`config.mk`:
```
export PLATFORM = sky130hd
export DESIGN_NAME = http_request_head_parser
export DESIGN_NICKNAME = d
export VERILOG_FILES = /design/src/design/hrp_pkg.sv /design/src/design/hrp_parse.sv /design/src/design/hrp_out_stage.sv /design/src/design/http_request_head_parser.sv
export SDC_FILE = /design/constraint.sdc
export NUM_CORES = 1
export LEC_CHECK = 0
export BUFFER_PORTS_ARGS = -buffer_cell sky130_fd_sc_hd__buf_2
export CAP_MARGIN = 20
export CORE_AREA = 2 2 81 83
export DETAILED_ROUTE_END_ITERATION = 16
export DIE_AREA = 0 0 83 85
export PLACE_DENSITY_LB_ADDON = 0.05
export SLEW_MARGIN = 20
export SYNTH_ARGS = -nofsm -noshare
export SYNTH_HDL_FRONTEND = slang
export SYNTH_HIERARCHICAL = 1
export SYNTH_SLANG_ARGS = --single-unit
```
`constraint.sdc`:
```
create_clock -name clock -period 6.7 [get_ports clock]
set_clock_uncertainty 0.05 [all_clocks]
set_input_delay 1.34 -clock clock [delete_from_list [all_inputs] [get_ports clock]]
set_output_delay 1.34 -clock clock [all_outputs]
set_load 0.03 [all_outputs]
```
`src/design/hrp_pkg.sv`:
```
// Shared types, constants and byte-step functions for the HTTP request head parser.
// Used by hrp_parse, hrp_out_stage and http_request_head_parser. No dependencies.
package hrp_pkg;

   localparam logic [2:0] PH_METHOD  = 3'd0;
   localparam logic [2:0] PH_PATH    = 3'd1;
   localparam logic [2:0] PH_VERSION = 3'd2;
   localparam logic [2:0] PH_HNAME   = 3'd3;
   localparam logic [2:0] PH_HVALUE  = 3'd4;
   localparam logic [2:0] PH_DONE    = 3'd5;
   localparam logic [2:0] PH_ERROR   = 3'd6;

   localparam logic [2:0] ROLE_DELIM   = 3'd0;
   localparam logic [2:0] ROLE_METHOD  = 3'd1;
   localparam logic [2:0] ROLE_PATH    = 3'd2;
   localparam logic [2:0] ROLE_QUERY   = 3'd3;
   localparam logic [2:0] ROLE_VERSION = 3'd4;
   localparam logic [2:0] ROLE_HNAME   = 3'd5;
   localparam logic [2:0] ROLE_HVALUE  = 3'd6;

   localparam logic [2:0] EV_NONE     = 3'd0;
   localparam logic [2:0] EV_REQ_OK   = 3'd1;
   localparam logic [2:0] EV_HDR_DONE = 3'd2;
   localparam logic [2:0] EV_COMPLETE = 3'd3;
   localparam logic [2:0] EV_ERROR    = 3'd4;

   localparam logic [2:0] M_GET    = 3'd0;
   localparam logic [2:0] M_POST   = 3'd1;
   localparam logic [2:0] M_HEAD   = 3'd2;
   localparam logic [2:0] M_PUT    = 3'd3;
   localparam logic [2:0] M_DELETE = 3'd4;
   localparam int NUM_METHODS = 5;

   localparam logic [7:0] CH_CR    = 8'h0D;
   localparam logic [7:0] CH_LF    = 8'h0A;
   localparam logic [7:0] CH_SPACE = 8'h20;
   localparam logic [7:0] CH_QUEST = 8'h3F;
   localparam logic [7:0] CH_COLON = 8'h3A;
   localparam logic [7:0] CH_ZERO  = 8'h30;
   localparam logic [7:0] CH_ONE   = 8'h31;

   localparam logic [55:0] VER_TEXT    = "HTTP/1.";
   localparam logic [3:0]  VER_PREFIX  = 4'd7;
   localparam logic [3:0]  VER_LEN     = 4'd8;
   localparam logic [3:0]  COUNT_MAX   = 4'd15;

   typedef struct packed {
      logic [2:0] phase;
      logic [3:0] token_count;
      logic [4:0] method_match;
      logic       version_ok;
      logic       minor_digit;
      logic       cr_pending;
      logic       path_in_query;
   } state_type;

   localparam state_type RESET_STATE = '{
      phase:         PH_METHOD,
      token_count:   4'd0,
      method_match:  5'h1F,
      version_ok:    1'b1,
      minor_digit:   1'b0,
      cr_pending:    1'b0,
      path_in_query: 1'b0
   };

   typedef struct packed {
      logic [2:0] role;
      logic [7:0] out_byte;
      logic [2:0] event_res;
      logic [2:0] method_code;
      logic       http_minor;
   } result_type;

   typedef struct packed {
      state_type  st;
      logic [2:0] role;
   } content_type;

   typedef struct packed {
      state_type  st;
      logic [2:0] event_res;
      logic [2:0] method_code;
      logic       http_minor;
   } line_type;

   function automatic logic [3:0] meth_len(logic [2:0] m);
      logic [3:0] len;
      case (m)
         M_GET:    len = 4'd3;
         M_POST:   len = 4'd4;
         M_HEAD:   len = 4'd4;
         M_PUT:    len = 4'd3;
         M_DELETE: len = 4'd6;
         default:  len = 4'd0;
      endcase
      return len;
   endfunction

   function automatic logic [7:0] meth_char(logic [2:0] m, logic [3:0] pos);
      logic [47:0] name;
      logic [7:0]  ch;
      case (m)
         M_GET:    name = {"GET", 24'h0};
         M_POST:   name = {"POST", 16'h0};
         M_HEAD:   name = {"HEAD", 16'h0};
         M_PUT:    name = {"PUT", 24'h0};
         M_DELETE: name = "DELETE";
         default:  name = 48'h0;
      endcase
      case (pos)
         4'd0:    ch = name[47:40];
         4'd1:    ch = name[39:32];
         4'd2:    ch = name[31:24];
         4'd3:    ch = name[23:16];
         4'd4:    ch = name[15:8];
         4'd5:    ch = name[7:0];
         default: ch = 8'h00;
      endcase
      return ch;
   endfunction

   function automatic logic [7:0] ver_char(logic [3:0] pos);
      logic [7:0] ch;
      case (pos)
         4'd0:    ch = VER_TEXT[55:48];
         4'd1:    ch = VER_TEXT[47:40];
         4'd2:    ch = VER_TEXT[39:32];
         4'd3:    ch = VER_TEXT[31:24];
         4'd4:    ch = VER_TEXT[23:16];
         4'd5:    ch = VER_TEXT[15:8];
         4'd6:    ch = VER_TEXT[7:0];
         default: ch = 8'h00;
      endcase
      return ch;
   endfunction

   function automatic logic [3:0] count_up(logic [3:0] cnt);
      return (cnt < COUNT_MAX) ? cnt + 4'd1 : cnt;
   endfunction

   // Applies one content byte to the parser state and gives the byte's role.
   function automatic content_type take_content(state_type s, logic [7:0] b);
      content_type r;
      r.st   = s;
      r.role = ROLE_DELIM;
      case (s.phase)
         PH_METHOD: begin
            if (b == CH_SPACE) begin
               for (int i = 0; i < NUM_METHODS; i++) begin
                  if (meth_len(3'(i)) != s.token_count) r.st.method_match[i] = 1'b0;
               end
               r.st.token_count = 4'd0;
               r.st.phase       = PH_PATH;
            end else begin
               for (int i = 0; i < NUM_METHODS; i++) begin
                  if (s.token_count >= meth_len(3'(i)) ||
                      meth_char(3'(i), s.token_count) != b) begin
                     r.st.method_match[i] = 1'b0;
                  end
               end
               r.st.token_count = count_up(s.token_count);
               r.role           = ROLE_METHOD;
            end
         end
         PH_PATH: begin
            if (b == CH_SPACE) begin
               r.st.phase       = PH_VERSION;
               r.st.token_count = 4'd0;
               r.st.version_ok  = 1'b1;
            end else begin
               if (b == CH_QUEST) r.st.path_in_query = 1'b1;
               r.role = r.st.path_in_query ? ROLE_QUERY : ROLE_PATH;
            end
         end
         PH_VERSION: begin
            if (s.token_count < VER_PREFIX) begin
               if (ver_char(s.token_count) != b) r.st.version_ok = 1'b0;
            end else if (s.token_count == VER_PREFIX) begin
               if (b == CH_ZERO) r.st.minor_digit = 1'b0;
               else if (b == CH_ONE) r.st.minor_digit = 1'b1;
               else r.st.version_ok = 1'b0;
            end else begin
               r.st.version_ok = 1'b0;
            end
            r.st.token_count = count_up(s.token_count);
            r.role           = ROLE_VERSION;
         end
         PH_HNAME: begin
            if (b == CH_COLON) r.st.phase = PH_HVALUE;
            else r.role = ROLE_HNAME;
         end
         PH_HVALUE: r.role = ROLE_HVALUE;
         default:   r.role = ROLE_DELIM;
      endcase
      return r;
   endfunction

   // Closes the current line at CR LF and reports what the line was.
   function automatic line_type end_line(state_type s);
      line_type r;
      r.st          = s;
      r.event_res   = EV_ERROR;
      r.method_code = M_GET;
      r.http_minor  = 1'b0;
      case (s.phase)
         PH_VERSION: begin
            if (s.version_ok && s.token_count == VER_LEN && s.method_match != 5'd0) begin
               r.event_res = EV_REQ_OK;
               for (int i = NUM_METHODS - 1; i >= 0; i--) begin
                  if (s.method_match[i]) r.method_code = 3'(i);
               end
               r.http_minor = s.minor_digit;
               r.st.phase   = PH_HNAME;
            end else begin
               r.st.phase = PH_ERROR;
            end
         end
         PH_HNAME: begin
            r.event_res = EV_COMPLETE;
            r.st.phase  = PH_DONE;
         end
         PH_HVALUE: begin
            r.event_res = EV_HDR_DONE;
            r.st.phase  = PH_HNAME;
         end
         default: r.st.phase = PH_ERROR;
      endcase
      return r;
   endfunction

endpackage

```
`src/design/hrp_parse.sv`:
```
// Parser state register and the per-byte classification logic.
// Depends on hrp_pkg for the state type and the step functions.
module hrp_parse (
   input  logic                 clock,
   input  logic                 reset,
   input  logic                 accept,
   input  logic [7:0]           data_byte,
   input  logic                 new_request,
   output hrp_pkg::result_type  result
);
   import hrp_pkg::*;

   state_type state_ff;
   state_type state_in;

   always_comb begin
      state_type   cur;
      state_type   mid;
      content_type c_cr;
      content_type c_byte;
      line_type    line;

      cur  = new_request ? RESET_STATE : state_ff;
      mid  = cur;
      c_cr   = take_content(cur, CH_CR);
      c_byte = take_content(cur, data_byte);
      line   = end_line(cur);

      state_in           = cur;
      result.role        = ROLE_DELIM;
      result.out_byte    = data_byte;
      result.event_res   = EV_NONE;
      result.method_code = M_GET;
      result.http_minor  = 1'b0;

      if (cur.phase == PH_DONE || cur.phase == PH_ERROR) begin
         state_in.cr_pending = 1'b0;
      end else if (cur.cr_pending && data_byte == CH_LF) begin
         state_in            = line.st;
         state_in.cr_pending = 1'b0;
         result.event_res    = line.event_res;
         result.method_code  = line.method_code;
         result.http_minor   = line.http_minor;
      end else begin
         // A held CR that is not followed by LF is content of the current token.
         if (cur.cr_pending) mid = c_cr.st;
         mid.cr_pending = 1'b0;
         c_byte = take_content(mid, data_byte);
         if (data_byte == CH_CR) begin
            state_in            = mid;
            state_in.cr_pending = 1'b1;
         end else begin
            state_in    = c_byte.st;
            result.role = c_byte.role;
         end
      end
   end

   always_ff @(posedge clock) begin
      if (reset) begin
         state_ff <= RESET_STATE;
      end else if (accept) begin
         state_ff <= state_in;
      end
   end

endmodule

```
`src/design/hrp_out_stage.sv`:
```
// Result register between the parser and the result channel.
// Depends on hrp_pkg for the result type.
module hrp_out_stage (
   input  logic                 clock,
   input  logic                 reset,
   input  logic                 load,
   input  hrp_pkg::result_type  load_data,
   output logic                 can_load,
   output logic                 out_valid,
   input  logic                 out_ready,
   output hrp_pkg::result_type  out_data
);
   import hrp_pkg::*;

   logic       valid_ff;
   logic       valid_in;
   result_type data_ff;

   assign can_load = !valid_ff || out_ready;
   assign valid_in = load || (valid_ff && !out_ready);

   always_ff @(posedge clock) begin
      if (reset) begin
         valid_ff <= 1'b0;
      end else begin
         valid_ff <= valid_in;
      end
   end

   always_ff @(posedge clock) begin
      if (load) begin
         data_ff <= load_data;
      end
   end

   assign out_valid = valid_ff;
   assign out_data  = data_ff;

endmodule

```
`src/design/http_request_head_parser.sv`:
```
// Top level of the HTTP request head byte tagger.
// Depends on hrp_pkg, hrp_parse and hrp_out_stage.
//
// Each word on the req channel carries one byte of an HTTP request head, with
// req_tuser set on the first byte of a new request. Each accepted word gives
// exactly one word on the rsp channel: the byte, its role in rsp_tuser, and an
// event when a line closes at CR LF (request line ok with method and minor
// version, header line done, request complete, or a sticky error).
// A CR is tagged as a delimiter when it arrives and is folded into the
// current token if the next byte is not LF.
// An accepted word is registered and shown on rsp in the next cycle. Throughput
// is one word per cycle while rsp_tready is high, set by the single result register.
// When rsp_tready is low the result register holds its word and req_tready
// drops; a new word is taken in the same cycle that the held word leaves.
// Reset clears the result register and returns the parser to the method
// token of a request line; no word is shown until one is accepted.
module http_request_head_parser (
   input  logic        clock,
   input  logic        reset,
   input  logic        req_tvalid,
   output logic        req_tready,
   input  logic [7:0]  req_tdata,   // [7:0] data_byte
   input  logic        req_tuser,   // [0] new_request
   output logic        rsp_tvalid,
   input  logic        rsp_tready,
   output logic [15:0] rsp_tdata,   // [7:0] out_byte, [10:8] event_res,
                                    // [13:11] method_code, [14] http_minor, [15] zero
   output logic [2:0]  rsp_tuser    // [2:0] role
);
   import hrp_pkg::*;

   logic       accept;
   result_type parse_result;
   result_type rsp_result;

   assign accept = req_tvalid && req_tready;

   hrp_parse u_parse (
      .clock       (clock),
      .reset       (reset),
      .accept      (accept),
      .data_byte   (req_tdata),
      .new_request (req_tuser),
      .result      (parse_result)
   );

   hrp_out_stage u_out (
      .clock     (clock),
      .reset     (reset),
      .load      (accept),
      .load_data (parse_result),
      .can_load  (req_tready),
      .out_valid (rsp_tvalid),
      .out_ready (rsp_tready),
      .out_data  (rsp_result)
   );

   assign rsp_tdata = {1'b0, rsp_result.http_minor, rsp_result.method_code,
                       rsp_result.event_res, rsp_result.out_byte};
   assign rsp_tuser = rsp_result.role;

`ifndef SYNTHESIS
   a_event_on_delim: assert property (@(posedge clock) disable iff (reset)
      rsp_tvalid && rsp_tdata[10:8] != EV_NONE |-> rsp_tuser == ROLE_DELIM)
      else $error("event reported on a non-delimiter byte");

   a_method_only_with_ok: assert property (@(posedge clock) disable iff (reset)
      rsp_tvalid && rsp_tdata[10:8] != EV_REQ_OK |-> rsp_tdata[14:11] == 4'd0)
      else $error("method or version reported without request line event");

   a_no_take_when_full: assert property (@(posedge clock) disable iff (reset)
      rsp_tvalid && !rsp_tready |-> !req_tready)
      else $error("input taken while result register is stalled");
`endif

endmodule

```
==> flow_metrics.tcl <==
set metrics [dict create \
    start_util 0.488 \
    post-route-min-period_ns 5.10 \
    synthFlopType "edfxtp_1" \
    overflow 0 \
    peakVddDrop_mv 0.0880 \
    viasPerCell 6.58 \
    startpoint_type "input port" \
    postCtsResizedCells 0 \
    max_slew.worst_pin.slew_ns 0.977 \
    critical_path.slowest_cell "xnor2_1" \
    dieArea_um2 7060 \
    hold_class "flip-flop to flip-flop" \
    seq_area_frac_synth 0.291 \
    finalSetupTns_ns 0 \
    slew_headroom 0.339 \
    hold_violations 0 \
    cts_root_buf "clkbuf_8" \
    status "finished clean" \
    ios 34 \
    setup_violations 0 \
    synth_edf_count 18 \
    final_cell_mix "nor2_1, buf_2, o21ai_0" \
    drcViolationCount 0 \
    dp_hpwl_um 6360 \
    wl_per_cell_um 19.1 \
    cp-end-kind "flip-flop" \
    crit_arrival_ns 5.26 \
    cts_buffers 5 \
    cap_violations 0 \
    ant_nets 0 \
    cp.required_ns 6.86 \
    ys_warn_count 6 \
    path_max_fanout 30 \
    synth_area_per_cell_um2 7.77 \
    cts.path.max_buffers 2 \
    io_buffer_count 32 \
    timing.final.crit_share 0.760 \
    grt_usage 0.252 \
    syn_area_um2 3030 \
    cts_setup_buffers 0 \
    htreeDepth 2 \
    post_dp_cell_area_um2 3110 \
    syn_inst 390 \
    synth-seq-cells 35 \
    grt_setup_unrepaired "false" \
    area_growth_pct 5.58 \
    clk_latency_ns 0.29 \
    yosysUniqueCellTypes 69 \
    cpMostUsedCell "inv_1" \
    final_common_cell "nor2_1" \
    grt_pass1_vias 2810 \
    dp_cells 463 \
    maxSlewViolCount 0 \
    core_um2 6200 \
    grt_start_max_net_pins 31 \
    cts_tree "built" \
    cpPeakStageDelay_ns 0.52 \
    grt_pass1_wl_um 14500 \
    cts_hold_buf 0 \
    die_w_um 83 \
    crit_type "input port to flip-flop" \
    finalWirelength_um 9020 \
    syn_nets 409 \
    clock-sinks 35 \
    n_antenna_cell 0 \
    crit_chain "buf_2, inv_1, nand2_1, inv_1, ha_1, inv_1, o21ai_0, xnor2_1, inv_1, ha_1, nor3_1, a21oi_1, mux2i_1, or4_1, a41oi_1" \
    final_nets 412 \
    final_cells 471 \
    leakagePower_uw 0.00116 \
    dr.pass1.iters 6 \
    rows 29 \
    die_h_um 85 \
    drive_above_1_share 0.127 \
    clk_pin_slew_ns 0.08 \
    initialDrtViolationCount 441 \
    place.gp.congestion 1.05 \
    num_vias 3097 \
    stdcell_area_um2 3200 \
    synthArstFlopShare 0 \
    powerDensity_nw_per_um2 176 \
    antenna_found_initial 0 \
    fmax_mhz 196 \
]
[worst max-delay path: cells and delay by family]
kind                     cells  cell delay [ns]
buffers and inverters        5             1.09
multiplexers                 1             0.14
AO/OA/AOI/OAI                3             0.51
AND/OR/NAND/NOR              3             0.96
XOR/XNOR                     1             0.52
adder cells (fa/ha/maj)      2             0.68
[layout make-up]
type | count | area (um2)
fill | 645 | 3010
sequential | 35 | 881
clock inverter | 1 | 5.00
multi-input combinational | 301 | 1890
clock buffer | 7 | 86.3
inverter | 16 | 60.1
tap | 77 | 96.3
timing repair buffer | 34 | 175
[worst paths after layout]
kind | startpoint | endpoint | slack, ns | depth (start not counted)
worst max-delay path | req_tuser | u_parse/state_ff[7]$_SDFFE_PP1P_ | 1.61 | 15
worst min-delay path | u_parse/state_ff[2]$_SDFFE_PP0P_ | u_parse/state_ff[2]$_SDFFE_PP0P_ | 0.44 | 2
worst max register to register | u_parse/state_ff[13]$_SDFFE_PP0P_ | u_parse/state_ff[7]$_SDFFE_PP1P_ | 2.59 | 10
worst min register to register | u_parse/state_ff[2]$_SDFFE_PP0P_ | u_parse/state_ff[2]$_SDFFE_PP0P_ | 0.44 | 2
[cells by family (layout without fill, tap and decap cells)]
logic type | after synthesis | in the layout | share of synthesized area
AND/OR/NAND/NOR | 154 | 154 | 0.276
flip-flops | 35 | 35 | 0.291
adder cells (fa/ha/maj) | 6 | 6 | 0.0248
other | 1 | 1 | 0.00124
XOR/XNOR | 13 | 13 | 0.0376
AO/OA/AOI/OAI | 119 | 119 | 0.259
multiplexers | 8 | 8 | 0.0268
buffers and inverters | 54 | 58 | 0.0838
[cells in the mapped netlist (3+ instances only)]
master,n,area (um2)
a21oi_1,28,140
a221o_1,3,30.0
a221oi_1,4,35.0
a22oi_1,4,30.0
a311oi_1,3,26.3
a31oi_1,8,50.1
and2_1,5,31.3
and3_1,5,31.3
buf_1,3,11.3
buf_4,9,67.6
clkbuf_1,22,82.6
dfxtp_1,17,340
edfxtp_1,18,541
ha_1,6,75.1
inv_1,16,60.1
mux2i_1,7,70.1
nand2_1,26,97.6
nand2b_1,7,43.8
nand3_1,11,55.1
nand4_1,8,50.1
nor2_1,40,150
nor2b_1,8,50.1
nor3_1,13,65.1
nor4_1,3,18.8
nor4b_1,3,26.3
o211ai_1,4,30.0
o21ai_0,30,150
o22ai_1,5,31.3
or2_2,3,18.8
or3_1,5,31.3
xnor2_1,11,96.3
[flip-flops by register name (all words and copies together) (netlist names)]
signal / flops
u_parse/state_ff: 16
u_out/out_data: 18
u_out/out_valid: 1
[where the power goes]
group	internal (uW)	leakage (uW)	switching (uW)
clock	83.1	0.0000482	83.8
sequential	239	0.000318	13.8
combinational	49.5	0.000792	94.8
total	371	0.00116	192
[through the flow]
stage          utilization  hold WS [ns]  total power, uW  setup WS (ns)
3_5_place_dp         0.501         0.431              398           1.40
6_report             0.515         0.440              564           1.61
2_1_floorplan            -         0.400              364           2.16
3_3_place_gp         0.501         0.415              397           1.56
5_1_grt              0.515         0.454              592           1.33
4_1_cts              0.515         0.443              565           1.69
[layer usage]
layer  GRT usage  wire length (um)
met2       0.411              4120
met1       0.347              3960
met5           0                 0
met4      0.0909               222
met3      0.0292               721
No activity file was read; power rests on OpenSTA's default activity.
